**src/hdl/ring_neighbour_exclusion_arbiter_top_macros.svh**
```systemverilog
`ifndef RING_NEIGHBOUR_EXCLUSION_ARBITER_TOP_MACROS_SVH
`define RING_NEIGHBOUR_EXCLUSION_ARBITER_TOP_MACROS_SVH

// same-cycle implication
`define RNEA_ASSERT_NOW(lbl, ante, cons, msg) \
    lbl: assert property (@(posedge clk) disable iff (!rst_n) (ante) |-> (cons)) \
        else $error(msg);

// next-cycle implication
`define RNEA_ASSERT_NEXT(lbl, ante, cons, msg) \
    lbl: assert property (@(posedge clk) disable iff (!rst_n) (ante) |=> (cons)) \
        else $error(msg);

`endif

```
**src/hdl/rnea_pkg.sv**
```systemverilog
package rnea_pkg;

    localparam int SEAT_W      = 4;
    localparam int STATE_W     = 2;
    localparam int CFG_W       = 5;
    localparam int SEATS_RESET = 5;

    typedef logic [SEAT_W-1:0]  seat_idx_t;
    typedef logic [STATE_W-1:0] seat_state_t;
    typedef logic [CFG_W-1:0]   ring_idx_t;

    localparam seat_state_t ST_THINKING = 2'd0;
    localparam seat_state_t ST_HUNGRY   = 2'd1;
    localparam seat_state_t ST_EATING   = 2'd2;

    typedef enum logic [1:0] {
        RSEL_T,
        RSEL_L,
        RSEL_R
    } rsel_t;

    typedef struct packed {
        logic  ready;
        logic  start;
        rsel_t rsel;
        logic  cap_t;
        logic  cap_l;
        logic  eval;
        logic  grant;
        logic  advance;
        logic  flush;
    } rnea_cmd_t;

    typedef struct packed {
        logic accepted;
        logic reject;
        logic second;
        logic grant_ok;
        logic out_free;
    } rnea_sts_t;

    function automatic ring_idx_t ring_left(input ring_idx_t s, input ring_idx_t n);
        return (s == '0) ? ring_idx_t'(n - 1'b1) : ring_idx_t'(s - 1'b1);
    endfunction

    function automatic ring_idx_t ring_right(input ring_idx_t s, input ring_idx_t n);
        return (ring_idx_t'(s + 1'b1) == n) ? '0 : ring_idx_t'(s + 1'b1);
    endfunction

endpackage

```
**src/hdl/rnea_if.sv**
```systemverilog
interface rnea_req_if import rnea_pkg::*; ();
    logic      valid;
    logic      ready;
    logic      func;
    seat_idx_t seat;

    modport source (output valid, output func, output seat, input ready);
    modport sink   (input valid, input func, input seat, output ready);
endinterface

interface rnea_res_if import rnea_pkg::*; ();
    logic        valid;
    logic        ready;
    seat_idx_t   changed_seat;
    seat_state_t new_state;
    logic        rejected;
    logic        last;

    modport source (output valid, output changed_seat, output new_state, output rejected,
                    output last, input ready);
    modport sink   (input valid, input changed_seat, input new_state, input rejected,
                    input last, output ready);
endinterface

interface rnea_cfg_if import rnea_pkg::*; ();
    logic      valid;
    logic      ready;
    ring_idx_t seats_in_use;

    modport source (output valid, output seats_in_use, input ready);
    modport sink   (input valid, input seats_in_use, output ready);
endinterface

```
**src/hdl/rnea_ram.sv**
```systemverilog
module rnea_ram #(
    parameter int WIDTH = 2,
    parameter int DEPTH = 16
) (
    input  logic                     clk,
    input  logic                     we,
    input  logic [$clog2(DEPTH)-1:0] waddr,
    input  logic [WIDTH-1:0]         wdata,
    input  logic [$clog2(DEPTH)-1:0] raddr,
    output logic [WIDTH-1:0]         rdata
);

    logic [WIDTH-1:0] mem_reg [DEPTH];
    logic [WIDTH-1:0] rdata_reg;

    always_ff @(posedge clk)
    begin
        if (we)
        begin
            mem_reg[waddr] <= wdata;
        end
        rdata_reg <= mem_reg[raddr];
    end

    assign rdata = rdata_reg;

endmodule

```
**src/hdl/rnea_ctrl.sv**
```systemverilog
module rnea_ctrl import rnea_pkg::*; (
    input  logic      clk,
    input  logic      rst_n,
    input  rnea_sts_t sts,
    output rnea_cmd_t cmd
);

    typedef enum logic [2:0] {
        S_IDLE,
        S_START,
        S_RD_T,
        S_RD_L,
        S_RD_R,
        S_EVAL,
        S_GRANT,
        S_FLUSH
    } state_t;

    state_t state_reg;
    state_t state_next;

    always_comb
    begin
        state_next = state_reg;
        cmd        = '0;
        cmd.rsel   = RSEL_T;
        case (state_reg)
            S_IDLE:
            begin
                cmd.ready = 1'b1;
                if (sts.accepted)
                begin
                    state_next = S_START;
                end
            end
            S_START:
            begin
                cmd.start  = 1'b1;
                state_next = sts.reject ? S_FLUSH : S_RD_T;
            end
            S_RD_T:
            begin
                cmd.rsel   = RSEL_T;
                state_next = S_RD_L;
            end
            S_RD_L:
            begin
                cmd.rsel   = RSEL_L;
                cmd.cap_t  = 1'b1;
                state_next = S_RD_R;
            end
            S_RD_R:
            begin
                cmd.rsel   = RSEL_R;
                cmd.cap_l  = 1'b1;
                state_next = S_EVAL;
            end
            S_EVAL:
            begin
                cmd.eval   = 1'b1;
                state_next = S_GRANT;
            end
            S_GRANT:
            begin
                cmd.grant = 1'b1;
                if (!sts.grant_ok || sts.out_free)
                begin
                    cmd.advance = 1'b1;
                    state_next  = sts.second ? S_RD_T : S_FLUSH;
                end
            end
            S_FLUSH:
            begin
                cmd.flush = 1'b1;
                if (sts.out_free)
                begin
                    state_next = S_IDLE;
                end
            end
            default:
            begin
                state_next = S_IDLE;
            end
        endcase
    end

    always_ff @(posedge clk or negedge rst_n)
    begin
        if (!rst_n)
        begin
            state_reg <= S_IDLE;
        end
        else
        begin
            state_reg <= state_next;
        end
    end

endmodule

```
**src/hdl/rnea_dp.sv**
```systemverilog
module rnea_dp import rnea_pkg::*; #(
    parameter int MAX_SEATS = 16
) (
    input  logic      clk,
    input  logic      rst_n,
    rnea_req_if.sink  req,
    rnea_res_if.source res,
    rnea_cfg_if.sink  cfg,
    input  rnea_cmd_t cmd,
    output rnea_sts_t sts
);

    localparam int AW   = $clog2(MAX_SEATS);
    localparam int NMAX = (MAX_SEATS < 31) ? MAX_SEATS : 31;
    localparam int NRST = (SEATS_RESET < NMAX) ? SEATS_RESET : NMAX;

    typedef logic [AW-1:0] addr_t;

    ring_idx_t      n_reg;
    ring_idx_t      n_next;
    logic           func_reg;
    seat_idx_t      seat_reg;
    ring_idx_t      tgt_reg;
    logic           second_reg;
    logic           vq_reg;
    seat_state_t    st_t_reg;
    seat_state_t    st_l_reg;
    logic           grant_reg;
    seat_idx_t      pend_seat_reg;
    seat_state_t    pend_state_reg;
    logic           pend_rej_reg;
    logic           out_valid_reg;
    seat_idx_t      out_seat_reg;
    seat_state_t    out_state_reg;
    logic           out_rej_reg;
    logic           out_last_reg;
    logic [MAX_SEATS-1:0] valid_reg;

    ring_idx_t   seat_ring;
    ring_idx_t   tgt_l;
    ring_idx_t   tgt_r;
    ring_idx_t   rd_ring;
    addr_t       raddr;
    addr_t       waddr;
    seat_state_t wdata;
    logic        we;
    seat_state_t ram_rdata;
    seat_state_t rd_state;
    logic        reject;
    logic        in_acc;
    logic        out_free;
    logic        do_grant;
    logic        do_flush;

    rnea_ram #(
        .WIDTH (STATE_W),
        .DEPTH (MAX_SEATS)
    ) u_state_ram (
        .clk   (clk),
        .we    (we),
        .waddr (waddr),
        .wdata (wdata),
        .raddr (raddr),
        .rdata (ram_rdata)
    );

    assign req.ready = cmd.ready;
    assign cfg.ready = 1'b1;
    assign in_acc    = req.valid && req.ready;

    assign seat_ring = CFG_W'(seat_reg);
    assign reject    = (seat_ring >= n_reg);
    assign tgt_l     = ring_left(tgt_reg, n_reg);
    assign tgt_r     = ring_right(tgt_reg, n_reg);
    assign out_free  = !out_valid_reg || res.ready;
    assign do_grant  = cmd.grant && grant_reg && out_free;
    assign do_flush  = cmd.flush && out_free;
    assign rd_state  = vq_reg ? ram_rdata : ST_THINKING;

    always_comb
    begin
        case (cmd.rsel)
            RSEL_T:  rd_ring = tgt_reg;
            RSEL_L:  rd_ring = tgt_l;
            RSEL_R:  rd_ring = tgt_r;
            default: rd_ring = tgt_reg;
        endcase
    end

    assign raddr = addr_t'(rd_ring);

    always_comb
    begin
        we    = 1'b0;
        waddr = addr_t'(tgt_reg);
        wdata = ST_EATING;
        if (cmd.start && !reject)
        begin
            we    = 1'b1;
            waddr = addr_t'(seat_ring);
            wdata = func_reg ? ST_THINKING : ST_HUNGRY;
        end
        else if (do_grant)
        begin
            we = 1'b1;
        end
    end

    // clamp to 1..MAX_SEATS
    always_comb
    begin
        if (cfg.seats_in_use == '0)
        begin
            n_next = CFG_W'(1);
        end
        else if (int'(cfg.seats_in_use) > NMAX)
        begin
            n_next = CFG_W'(NMAX);
        end
        else
        begin
            n_next = cfg.seats_in_use;
        end
    end

    always_ff @(posedge clk or negedge rst_n)
    begin
        if (!rst_n)
        begin
            n_reg         <= CFG_W'(NRST);
            out_valid_reg <= 1'b0;
            valid_reg     <= '0;
            second_reg    <= 1'b0;
        end
        else
        begin
            if (cfg.valid && cfg.ready)
            begin
                n_reg <= n_next;
            end
            if (do_grant || do_flush)
            begin
                out_valid_reg <= 1'b1;
            end
            else if (res.ready)
            begin
                out_valid_reg <= 1'b0;
            end
            if (we)
            begin
                valid_reg[waddr] <= 1'b1;
            end
            if (cmd.start)
            begin
                second_reg <= func_reg;
            end
            else if (cmd.advance)
            begin
                second_reg <= 1'b0;
            end
        end
    end

    always_ff @(posedge clk)
    begin
        vq_reg <= valid_reg[raddr];
        if (in_acc)
        begin
            func_reg <= req.func;
            seat_reg <= req.seat;
        end
        if (cmd.start)
        begin
            tgt_reg        <= func_reg ? ring_left(seat_ring, n_reg) : seat_ring;
            pend_seat_reg  <= seat_reg;
            pend_state_reg <= (reject || func_reg) ? ST_THINKING : ST_HUNGRY;
            pend_rej_reg   <= reject;
        end
        else if (do_grant)
        begin
            pend_seat_reg  <= SEAT_W'(tgt_reg);
            pend_state_reg <= ST_EATING;
            pend_rej_reg   <= 1'b0;
        end
        if (cmd.advance && second_reg)
        begin
            tgt_reg <= ring_right(seat_ring, n_reg);
        end
        if (cmd.cap_t)
        begin
            st_t_reg <= rd_state;
        end
        if (cmd.cap_l)
        begin
            st_l_reg <= rd_state;
        end
        if (cmd.eval)
        begin
            grant_reg <= (st_t_reg == ST_HUNGRY) && (st_l_reg != ST_EATING)
                         && (rd_state != ST_EATING);
        end
        if (do_grant || do_flush)
        begin
            out_seat_reg  <= pend_seat_reg;
            out_state_reg <= pend_state_reg;
            out_rej_reg   <= pend_rej_reg;
            out_last_reg  <= do_flush;
        end
    end

    assign res.valid        = out_valid_reg;
    assign res.changed_seat = out_seat_reg;
    assign res.new_state    = out_state_reg;
    assign res.rejected     = out_rej_reg;
    assign res.last         = out_last_reg;

    assign sts.accepted = in_acc;
    assign sts.reject   = reject;
    assign sts.second   = second_reg;
    assign sts.grant_ok = grant_reg;
    assign sts.out_free = out_free;

endmodule

```
**src/hdl/ring_neighbour_exclusion_arbiter_top.sv**
```systemverilog
// Items are taken one at a time: a new request is accepted only when idle, after
// the final result of the last item is issued; pacing is set by the sequencer's
// serial reads of one state RAM port, and output stalls add to it.
// Reset (rst_n, async low): all seats thinking via per-seat valid bits,
// seats_in_use = 5 (clamped to MAX_SEATS), output empty, no clearing pass.
`include "ring_neighbour_exclusion_arbiter_top_macros.svh"

module ring_neighbour_exclusion_arbiter_top import rnea_pkg::*; #(
    parameter int MAX_SEATS = 16
) (
    input  logic       clk,
    input  logic       rst_n,
    rnea_req_if.sink   req,
    rnea_res_if.source res,
    rnea_cfg_if.sink   cfg
);

    rnea_cmd_t cmd;
    rnea_sts_t sts;

    rnea_ctrl u_ctrl (
        .clk   (clk),
        .rst_n (rst_n),
        .sts   (sts),
        .cmd   (cmd)
    );

    rnea_dp #(
        .MAX_SEATS (MAX_SEATS)
    ) u_dp (
        .clk   (clk),
        .rst_n (rst_n),
        .req   (req),
        .res   (res),
        .cfg   (cfg),
        .cmd   (cmd),
        .sts   (sts)
    );

    `RNEA_ASSERT_NEXT(a_one_item, req.valid && req.ready, !req.ready, "item taken while busy")
    `RNEA_ASSERT_NOW(a_reject_form, res.valid && res.rejected,
                     res.last && (res.new_state == ST_THINKING), "bad reject result")
    `RNEA_ASSERT_NEXT(a_grant_out, cmd.grant && sts.grant_ok && sts.out_free,
                      res.valid && !res.last, "grant lost earlier result")
    `RNEA_ASSERT_NEXT(a_flush_out, cmd.flush && sts.out_free,
                      res.valid && res.last, "final result not marked")

endmodule
```
**src/flat_wrapper.sv**
```systemverilog
// flat-port wrapper written by rule: the top's interface ports become plain ports
module ring_neighbour_exclusion_arbiter_top_flat import rnea_pkg::*;
#(
    parameter int MAX_SEATS = 16
)
  (clk, rst_n, req_valid, req_func, req_seat, req_ready, res_valid, res_changed_seat, res_new_state, res_rejected, res_last, res_ready, cfg_valid, cfg_seats_in_use, cfg_ready);
  rnea_req_if req_i ();
  rnea_res_if res_i ();
  rnea_cfg_if cfg_i ();
  input  logic clk;
  input  logic rst_n;
  input wire logic [$bits(req_i.valid)-1:0] req_valid;
  input wire logic [$bits(req_i.func)-1:0] req_func;
  input wire logic [$bits(req_i.seat)-1:0] req_seat;
  output wire logic [$bits(req_i.ready)-1:0] req_ready;
  output wire logic [$bits(res_i.valid)-1:0] res_valid;
  output wire logic [$bits(res_i.changed_seat)-1:0] res_changed_seat;
  output wire logic [$bits(res_i.new_state)-1:0] res_new_state;
  output wire logic [$bits(res_i.rejected)-1:0] res_rejected;
  output wire logic [$bits(res_i.last)-1:0] res_last;
  input wire logic [$bits(res_i.ready)-1:0] res_ready;
  input wire logic [$bits(cfg_i.valid)-1:0] cfg_valid;
  input wire logic [$bits(cfg_i.seats_in_use)-1:0] cfg_seats_in_use;
  output wire logic [$bits(cfg_i.ready)-1:0] cfg_ready;
  assign req_i.valid = req_valid;
  assign req_i.func = req_func;
  assign req_i.seat = req_seat;
  assign req_ready = req_i.ready;
  assign res_valid = res_i.valid;
  assign res_changed_seat = res_i.changed_seat;
  assign res_new_state = res_i.new_state;
  assign res_rejected = res_i.rejected;
  assign res_last = res_i.last;
  assign res_i.ready = res_ready;
  assign cfg_i.valid = cfg_valid;
  assign cfg_i.seats_in_use = cfg_seats_in_use;
  assign cfg_ready = cfg_i.ready;
  ring_neighbour_exclusion_arbiter_top #(.MAX_SEATS(MAX_SEATS)) u_core (.clk(clk), .rst_n(rst_n), .req(req_i), .res(res_i), .cfg(cfg_i));
endmodule
```
**config.mk**
```make
export PLATFORM = sky130hd
export DESIGN_NAME = ring_neighbour_exclusion_arbiter_top_flat
export DESIGN_NICKNAME = d
export VERILOG_FILES = /design/src/hdl/rnea_pkg.sv /design/src/hdl/rnea_if.sv /design/src/hdl/rnea_ram.sv /design/src/hdl/rnea_ctrl.sv /design/src/hdl/rnea_dp.sv /design/src/hdl/ring_neighbour_exclusion_arbiter_top.sv /design/src/flat_wrapper.sv
export VERILOG_INCLUDE_DIRS = /design/src /design/src/hdl
export SDC_FILE = /design/constraint.sdc
export NUM_CORES = 1
export LEC_CHECK = 0
export ABC_AREA = 1
export BUFFER_PORTS_ARGS = -buffer_cell sky130_fd_sc_hd__buf_2
export CAP_MARGIN = 15
export CORE_AREA = 3 3 109 111
export CTS_CLUSTER_DIAMETER = 100
export DETAILED_ROUTE_END_ITERATION = 8
export DIE_AREA = 0 0 112 114
export PLACE_DENSITY = 0.67
export RECOVER_POWER = 25
export SYNTH_ARGS = -nofsm -noshare
export SYNTH_HDL_FRONTEND = slang
export SYNTH_SLANG_ARGS = --single-unit
```
**constraint.sdc**
```tcl
create_clock -name clk -period 3.75 [get_ports clk]
set_clock_uncertainty 0.2 [all_clocks]
set_input_delay 0.1875 -clock clk [delete_from_list [all_inputs] [get_ports clk]]
set_output_delay 0.1875 -clock clk [all_outputs]
set_load 0.01 [all_outputs]
```
==> impl_metrics.yaml, run 1 <==
logic_synthesis:
  async_flop_share: 0.286
  synth_warnings: 0
  yosys-top-cells-area: "edfxtp_1 (38%), dfrtp_1 (12%), inv_1 (7.6%), nand2_1 (7.2%), nand3_1 (6.1%)"
  synth_edf_count: 62
  yosys.area.top_type: "edfxtp_1"
  synth_fp_nets: 573
  avgSynthCellArea_um2: 8.97
  dominantRegCellSynth: "edfxtp_1"
  synth-seq-area-share: 0.528
  syn_inst: 544
  yosysTopAreaCellShare: 0.382
  synth_cell_types: 41
  syn_area_um2: 4880
  synth-seq-cells: 91
final_layout:
  largest_register_ffs: 32
  stdcell_count: 729
  n_antenna_cell: 0
  drive_gt1_frac: 0.115
  fillers: 1035
  syn_to_final_growth_pct: 11.6
  nNetsFinal: 613
hold_path:
  min_path_type: "primary input to register"
cts:
  cts_buffers: 9
  clkLatencyLatePin_ns: 0.37
  cts_root_buffer: "clkbuf_8"
  htreeDepth: 3
  clkSlewWorstSetupHoldPaths_ns: 0.10
  cts_tree: "yes"
  cts_hold_buf: 16
  cts_sinks: 91
  cts_setup_buffers: 0
  post_cts_resized: 0
  ctsLongestPathBuffers: 2
sta:
  fin_crit_ns: 3.21
  drv_slew: 27
  fin_setup_tns_ns: 0
  hold_slack_ns: 0.117
  timing.final.crit_share: 0.857
  slew-limit-headroom: -0.0137
  setup_violations: 0
  tightest_slew_ns: 1.52
  rsz0062_at_grt: "no"
  hold_violations: 0
  clock.fmax_mhz: 311
global_routing:
  antenna_found_initial: 0
  grt_pass1_vias: 3700
  grt_pass1_wl_um: 18400
  grt_use_total: 0.180
  grt_overflow: 0
  grt_max_degree: 27
route:
  drtIter0Drc: 269
  via_count: 3815
  wl_per_cell_um: 15.1
  via_per_inst: 5.23
  finalWirelength_um: 11000
  drt-pass1-iter-count: 5
  drc: 0
  antenna_left: 0
floorplan:
  rows: 38
  dieHeight_um: 114
  num_io_pins: 26
  start_util: 0.448
  coreArea_um2: 10900
  die_w_um: 112
  die-area_um2: 12800
status:
  violations: "max-capacitance violations, max-slew violations"
  outcome: "finished with violations"
place:
  gp_congestion: 0.914
  dp_hpwl_um: 7900
  port_buffers: 24
  placed_cells: 697
setup_path:
  worstSetupPathType: "register to register"
  path_cells: "inv_1 > ha_1 > o21ai_1 > nand2_1 > a21oi_1 > nor2_1 > o21ai_2 > nand2_2 > o21ai_0 > nand2_1 > nor2_1"
  start_kind: "register"
  crit_fanout: 23
  critical_path.top_delay_family: "simple AND/OR/NAND/NOR gates"
  cp_data_required_time_ns: 3.61
  path_buf_inv: 1
  arrival_ns: 3.08
  slowest_stage: "edfxtp_1"
  max_stage_delay_ns: 0.50
  cp-end-kind: "register"
power:
  irDropWorstVdd_mv: 0.270
  p_leak_uw: 0.00244
  p_total_uw: 3810
  power.density_nw_per_um2: 701
flow_run:
  maxCapViolCount: 1
[routing by layer]
layer | share of wire | GRT usage | vias to the layer above
met3 | 0.052 | 0.0313 | 14
li1 | - | - | 1891
met4 | 0.018 | 0.0633 | 0
met2 | 0.46 | 0.292 | 111
met1 | 0.47 | 0.246 | 1799
met5 | 0 | 0 | -
[cells in the mapped netlist, types with 5 or more instances]
cell	instances
o22ai_1	6
o21ai_1	19
xor2_1	5
a21oi_1	5
nand4_1	28
buf_6	5
o21ai_2	5
ha_1	14
nand2_1	93
inv_1	99
nor2_1	43
edfxtp_1	62
dfrtp_1	24
nand3_1	59
buf_2	8
o21ai_0	20
nand3_2	5
[layout by cell type (no fill, tap or decap), drive strengths merged]
cell type    count
dfrtp           24
nor2            48
o21bai           1
a2111oi          1
a21oi            5
inv            104
a22oi            2
o21ai           44
o22ai            6
nor4b            1
dfxtp            3
a31oi            1
clkbuf          14
dfstp            2
nor3b            1
conb             1
or2              2
edfxtp          62
buf             25
clkinvlp         2
xnor2            1
nor3             4
nand2           96
xor2             5
bufinv           1
ha              14
o211ai           4
nand3           66
a211oi           1
dlygate4sd3     16
clkinv           3
nand3b           1
nand4           28
[area by class of cell]
class                           instances  area, um2  area share
Clock buffer                            9        124      0.0228
Clock inverter                          7       67.6      0.0124
Inverter                              103        387      0.0710
Multi-Input combinational cell        333       1800       0.330
Sequential cell                        91       2570       0.473
Tap cell                              140        175      0.0322
Timing Repair Buffer                   46        319      0.0586
[per-stage QoR]
| step | area, um2 | setup slack [ns] | util |
|---|---|---|---|
| final | 5440 | 0.536 | 0.500 |
| after global routing | 5440 | 0.218 | 0.500 |
| after CTS | 5450 | 0.567 | 0.500 |
| after detailed placement | 5100 | 0.606 | 0.468 |
| after global placement | 5100 | 0.706 | 0.468 |
| after floorplan | 4880 | 1.15 | - |
[worst register-to-register path, delay by kind of cell (launching register included)]
kind | cells | cell delay (ns)
AO/OA/AOI/OAI | 4 | 0.81
adder cells (fa/ha/maj) | 1 | 0.27
buffers and inverters | 1 | 0.19
flip-flops | 1 | 0.50
AND/OR/NAND/NOR | 5 | 0.94
[cell families after synthesis]
logic type,after synthesis,share of synthesized area
AOI/OAI and AO/OA,65,0.0772
xor gates and xnor gates,6,0.0108
adders and majority gates,14,0.0359
buffers and inverters,120,0.104
DFF,91,0.528
other,1,0.000769
and+or+nand+nor,247,0.243
[path summary, 6_finish.rpt]
check / endpoint / from / slack (ns) / cells past startpoint
setup / recovery: u_core.u_dp.u_state_ram.mem_reg[13][1]$_DFFE_PP_ / u_core.u_dp.seat_reg[0]$_DFFE_PP_ / 0.54 / 11
hold / removal: u_core.u_dp.seat_reg[2]$_DFFE_PP_ / req_valid / 0.12 / 3
setup reg to reg: u_core.u_dp.u_state_ram.mem_reg[13][1]$_DFFE_PP_ / u_core.u_dp.seat_reg[0]$_DFFE_PP_ / 0.54 / 11
hold reg to reg: u_core.u_dp.res.new_state[0]$_DFFE_PP_ / u_core.u_dp.pend_state_reg[0]$_SDFFCE_PN0P_ / 0.23 / 0
max in group asynchronous: u_core.u_dp.valid_reg[10]$_DFFE_PN0N_ / rst_n / 1.94 / 2
min in group asynchronous: u_core.u_dp.res.valid$_DFFE_PN0P_ / rst_n / 0.51 / 2
[power breakdown]
part / total [uW] / internal, uW / switching (uW) / leakage [uW]
logic: 1690 / 528 / 1160 / 0.00150
registers: 1460 / 1340 / 126 / 0.000856
clock network: 658 / 306 / 352 / 0.0000931
total: 3810 / 2170 / 1640 / 0.00244
No activity file was read; power rests on OpenSTA's default activity.
==> run 2: changes to the inputs <==
--- a/config.mk
+++ b/config.mk
@@ -9,11 +9,11 @@
 export ABC_AREA = 1
 export BUFFER_PORTS_ARGS = -buffer_cell sky130_fd_sc_hd__buf_2
 export CAP_MARGIN = 15
-export CORE_AREA = 3 3 109 111
+export CORE_AREA = 3 3 121 100
 export CTS_CLUSTER_DIAMETER = 100
 export DETAILED_ROUTE_END_ITERATION = 8
-export DIE_AREA = 0 0 112 114
-export PLACE_DENSITY = 0.67
+export DIE_AREA = 0 0 124 103
+export PLACE_DENSITY = 0.68
 export RECOVER_POWER = 25
 export SYNTH_ARGS = -nofsm -noshare
 export SYNTH_HDL_FRONTEND = slang
==> run 2 against run 1 <==
The run still ends with max-capacitance violations, max-slew violations left. Die area barely moved. Global-route usage increased by 0.64 points. Via count up 1.8%. Flip-flop and latch count unchanged. Sequential power barely moved. Clock power rose by 28%. Sequential share of layout area down 0.78 points. Final area is 1.7% higher. Critical path type unchanged. Highest routed layer unchanged.
==> impl_metrics.yaml, run 2 (same netlist as run 1, synthesis figures left out) <==
final_layout:
  multiInputGateArea_um2: 1800
  seqCellArea_um2: 2570
  drive_gt1_frac: 0.117
  layout_commonest_cell: "inv_1"
  syn_to_final_growth_pct: 13.5
  nNetsFinal: 613
  fillers: 1056
  most-common-layout-cells: "inv_1 (99), nand2_1 (93), edfxtp_1 (62), nand3_1 (59), nor2_1 (43)"
  n_antenna_cell: 0
  design_area_um2: 5530
  largest_register_ffs: 32
power:
  intPower_uw: 2320
  power.density_nw_per_um2: 723
  p_sw_frac: 0.420
  p_switching_uw: 1680
  irDropWorstVdd_mv: 0.276
  power_frac_comb: 0.430
  p_total_uw: 4000
  seqPwrFrac: 0.360
  power_frac_clock: 0.210
  p_leak_uw: 0.00249
setup_path:
  cp_data_required_time_ns: 3.59
  worstSetupPathType: "register to register"
  start_kind: "register"
  cp-end-kind: "register"
  crit_fanout: 31
  arrival_ns: 3.17
route:
  wl_per_cell_um: 15.1
  drtIter0Drc: 334
  antenna_left: 0
  via_per_inst: 5.30
  finalWirelength_um: 11100
  drc: 0
  via_count: 3882
  drt-pass1-iter-count: 5
place:
  placed_area_um2: 5100
  port_buffers: 24
  gp_congestion: 0.874
  dp_hpwl_um: 8050
sta:
  drv_slew: 27
  tightest_slew_ns: 1.58
  hold_violations: 0
  slew-limit-headroom: -0.0547
  fin_setup_tns_ns: 0
  clock.fmax_mhz: 300
  rsz0062_at_grt: "no"
  setup_violations: 0
  fin_crit_ns: 3.33
  timing.final.crit_share: 0.888
cts:
  cts_setup_buffers: 0
  htreeDepth: 3
  cts_buffers: 9
  cts_tree: "yes"
  ctsLongestPathBuffers: 2
  cts_root_buffer: "clkbuf_16"
  clkLatencyLatePin_ns: 0.34
  cts_sinks: 91
  clkSlewWorstSetupHoldPaths_ns: 0.07
global_routing:
  grt_pass1_vias: 3676
  top_usage_layer: "met2"
  use_met3: 0.0362
  grtUsageMet1: 0.268
  antenna_found_initial: 0
  met2_usage: 0.283
  grt_overflow: 0
  grt_use_total: 0.186
  grt_pass1_wl_um: 18300
  grt_max_degree: 32
floorplan:
  rows: 34
  num_io_pins: 26
  coreArea_um2: 10900
  die_w_um: 124
  start_util: 0.448
  dieHeight_um: 103
  die-area_um2: 12800
flow_run:
  maxCapViolCount: 1
status:
  outcome: "finished with violations"
  violations: "max-capacitance violations, max-slew violations"
hold_path:
  min_path_type: "primary input to register"
[run 2: cell type report]
| type | instances | area share |
|---|---|---|
| Clock inverter | 7 | 0.00950 |
| Multi-Input combinational cell | 333 | 0.324 |
| Inverter | 103 | 0.0699 |
| Clock buffer | 9 | 0.0407 |
| Sequential cell | 91 | 0.465 |
| Tap cell | 144 | 0.0326 |
| Timing Repair Buffer | 46 | 0.0577 |
[run 2: per-stage QoR]
stage                     setup slack, ns   util  hold WS (ns)  std cells
after global routing                0.146  0.508         0.142        733
after global placement              0.612  0.469        0.0459        701
final                               0.420  0.508         0.154        733
after detailed placement            0.451  0.469        0.0620        701
after CTS                           0.426  0.509         0.132        733
after floorplan                      1.15      -        -0.308        544
[run 2: metal layers]
layer / part of all wire / up-vias
met3: 0.084 / 18
li1: - / 1897
met5: 0 / -
met2: 0.44 / 165
met1: 0.46 / 1802
met4: 0.016 / 0
[run 2: path summary, 6_finish.rpt]
kind	to	slack, ns	startpoint	depth (start not counted)
worst min-delay path	u_core.u_ctrl.state_reg[1]$_DFFE_PN0P_	0.15	req_valid	4
min in group asynchronous	u_core.u_dp.res.valid$_DFFE_PN0P_	0.58	rst_n	2
worst min register to register	u_core.u_dp.res.changed_seat[3]$_DFFE_PP_	0.22	u_core.u_dp.pend_seat_reg[3]$_DFFE_PP_	0
worst max-delay path	u_core.u_dp.u_state_ram.mem_reg[11][0]$_DFFE_PP_	0.42	u_core.u_dp.seat_reg[0]$_DFFE_PP_	11
max in group asynchronous	u_core.u_dp.valid_reg[3]$_DFFE_PN0N_	1.85	rst_n	2
worst max register to register	u_core.u_dp.u_state_ram.mem_reg[11][0]$_DFFE_PP_	0.42	u_core.u_dp.seat_reg[0]$_DFFE_PP_	11
[run 2: worst max-delay path, stage by stage, from the launching register on]
cell      delay (ns)
edfxtp_1        0.49
inv_1           0.22
ha_1            0.28
o21ai_1         0.13
nand2_1         0.06
a21oi_1         0.13
nor2_1          0.06
o21ai_2         0.15
nand2_2         0.34
o21ai_0         0.44
nand2_1         0.27
nor2_1          0.25
[run 2: power by group through the flow]
| stage | Clock [uW] | Sequential [uW] | Combinational, uW |
|---|---|---|---|
| after global placement | 0 | 1450 | 1650 |
| after detailed placement | 0 | 1460 | 1690 |
| after CTS | 859 | 1440 | 1720 |
| after global routing | 914 | 1460 | 1930 |
| after floorplan | 0 | 1440 | 1320 |
| final | 840 | 1440 | 1720 |
[run 2: repair_timing]
item | 4_1_cts | 5_1_grt
resized for setup | 0 | 0
endpoints found under the hold margin | 37 | 0
hold buffers | 16 | 0
==> run 3: changes to the inputs <==
--- a/config.mk
+++ b/config.mk
@@ -9,11 +9,13 @@
 export ABC_AREA = 1
 export BUFFER_PORTS_ARGS = -buffer_cell sky130_fd_sc_hd__buf_2
 export CAP_MARGIN = 15
+export CELL_PAD_IN_SITES_DETAIL_PLACEMENT = 0
+export CELL_PAD_IN_SITES_GLOBAL_PLACEMENT = 1
 export CORE_AREA = 3 3 121 100
 export CTS_CLUSTER_DIAMETER = 100
 export DETAILED_ROUTE_END_ITERATION = 8
 export DIE_AREA = 0 0 124 103
-export PLACE_DENSITY = 0.68
+export PLACE_DENSITY = 0.82
 export RECOVER_POWER = 25
 export SYNTH_ARGS = -nofsm -noshare
 export SYNTH_HDL_FRONTEND = slang
==> run 3 against run 2 <==
The run still ends with max-capacitance violations, max-slew violations left. First-iteration DRC count is 23% higher. Flip-flop and latch count stayed put. Global-route usage grew 0.96 points. Worst setup slack improved by 0.099 ns. Total power rose by 1.9%. Register-to-register slack better by 0.099 ns. Largest cell class unchanged. Highest routed layer unchanged.
==> impl_metrics.yaml, run 3 (same netlist as run 1, synthesis figures left out) <==
floorplan:
  coreArea_um2: 10900
  dieHeight_um: 103
  die-area_um2: 12800
  start_util: 0.448
  rows: 34
  die_w_um: 124
  num_io_pins: 26
sta:
  setup_violations: 0
  rsz0062_at_grt: "no"
  fin_crit_ns: 3.23
  hold_slack_ns: 0.132
  final.setup.worst_slack_ns: 0.518
  clock.fmax_mhz: 309
  hold_violations: 0
  timing.final.crit_share: 0.862
  slew-limit-headroom: -0.0469
  tightest_slew_ns: 1.57
  drv_slew: 27
  fin_setup_tns_ns: 0
cts:
  clkSlewWorstSetupHoldPaths_ns: 0.07
  clkLatencyLatePin_ns: 0.35
  cts_setup_buffers: 0
  cts_buffers: 9
  htreeDepth: 3
  ctsLongestPathBuffers: 2
  cts_sinks: 91
  post_cts_resized: 0
  cts_tree: "yes"
  cts_root_buffer: "clkbuf_16"
  cts_hold_buf: 16
final_layout:
  largest_register_ffs: 32
  layout_commonest_cell: "inv_1"
  syn_to_final_growth_pct: 13.6
  nNetsFinal: 613
  most-common-layout-cells: "inv_1 (99), nand2_1 (93), edfxtp_1 (62), nand3_1 (59), nor2_1 (43)"
  n_antenna_cell: 0
  drive_gt1_frac: 0.115
setup_path:
  cp_data_required_time_ns: 3.58
  crit_fanout: 22
  r2r_slack_ns: 0.52
  arrival_ns: 3.06
  cp-end-kind: "register"
  max_stage_delay_ns: 0.48
  worstSetupPathType: "register to register"
  path_cells: "inv_1 > ha_1 > o21ai_1 > nand2_1 > a21oi_1 > nor2_1 > o21ai_2 > nand2_2 > o21ai_0 > nand2_1 > nor2_1"
  start_kind: "register"
  slowest_stage: "edfxtp_1"
route:
  drtIter0Drc: 412
  drt-pass1-iter-count: 5
  via_count: 3882
  antenna_left: 0
  finalWirelength_um: 11800
  wl_per_cell_um: 16.1
  drc: 0
  via_per_inst: 5.30
global_routing:
  grt_pass1_wl_um: 18900
  grt_use_total: 0.196
  grt_pass1_vias: 3687
  grt_overflow: 0
  antenna_found_initial: 0
  grt_max_degree: 27
power:
  power.density_nw_per_um2: 736
  irDropWorstVdd_mv: 0.235
  p_leak_uw: 0.00249
place:
  dp_hpwl_um: 8320
  gp_congestion: 0.886
  post-place-ws_ns: 0.561
  port_buffers: 24
status:
  violations: "max-capacitance violations, max-slew violations"
  outcome: "finished with violations"
flow_run:
  maxCapViolCount: 1
hold_path:
  min_path_type: "primary input to register"
[run 3: layout make-up]
| class | count | area [um2] |
|---|---|---|
| Clock inverter | 6 | 53.8 |
| Sequential cell | 91 | 2570 |
| Inverter | 103 | 387 |
| Timing Repair Buffer | 46 | 319 |
| Tap cell | 144 | 180 |
| Fill cell | 1021 | 5350 |
| Clock buffer | 10 | 229 |
| Multi-Input combinational cell | 333 | 1800 |
[run 3: worst max-delay path, delay by kind of cell (launching register included)]
family	cells	cell delay, ns
simple gates	5	0.95
flops	1	0.48
fa+ha+maj	1	0.27
buf+inv	1	0.20
compound gates	4	0.80
[run 3: final timing paths]
kind,cells past startpoint,from,end
max reg2reg,11,u_core.u_dp.seat_reg[0]$_DFFE_PP_,u_core.u_dp.u_state_ram.mem_reg[10][1]$_DFFE_PP_
min,4,req_valid,u_core.u_ctrl.state_reg[1]$_DFFE_PN0P_
max in group asynchronous,2,rst_n,u_core.u_dp.valid_reg[7]$_DFFE_PN0N_
max,11,u_core.u_dp.seat_reg[0]$_DFFE_PP_,u_core.u_dp.u_state_ram.mem_reg[10][1]$_DFFE_PP_
min reg2reg,0,u_core.u_dp.pend_seat_reg[0]$_DFFE_PP_,u_core.u_dp.res.changed_seat[0]$_DFFE_PP_
min in group asynchronous,2,rst_n,u_core.u_dp.res.valid$_DFFE_PN0P_
[run 3: routing by layer]
| layer | GRT usage | part of all wire | vias up |
|---|---|---|---|
| li1 | - | - | 1892 |
| met1 | 0.280 | 0.47 | 1820 |
| met2 | 0.291 | 0.43 | 155 |
| met3 | 0.0510 | 0.081 | 15 |
| met4 | 0.0682 | 0.014 | 0 |
| met5 | 0 | 0 | - |
[run 3: stage by stage]
stage,util,power (uW),instances,cell area [um2]
2_1_floorplan,-,2760,544,4880
3_3_place_gp,0.469,3150,701,5100
3_5_place_dp,0.469,3180,701,5100
4_1_cts,0.509,4080,733,5550
5_1_grt,0.509,4350,733,5540
6_report,0.509,4080,733,5540
[run 3: power by group]
part / leakage (uW) / internal [uW] / switching (uW)
logic: 0.00150 / 535 / 1200
registers: 0.000856 / 1340 / 125
clock network: 0.000136 / 464 / 418
total: 0.00249 / 2340 / 1740
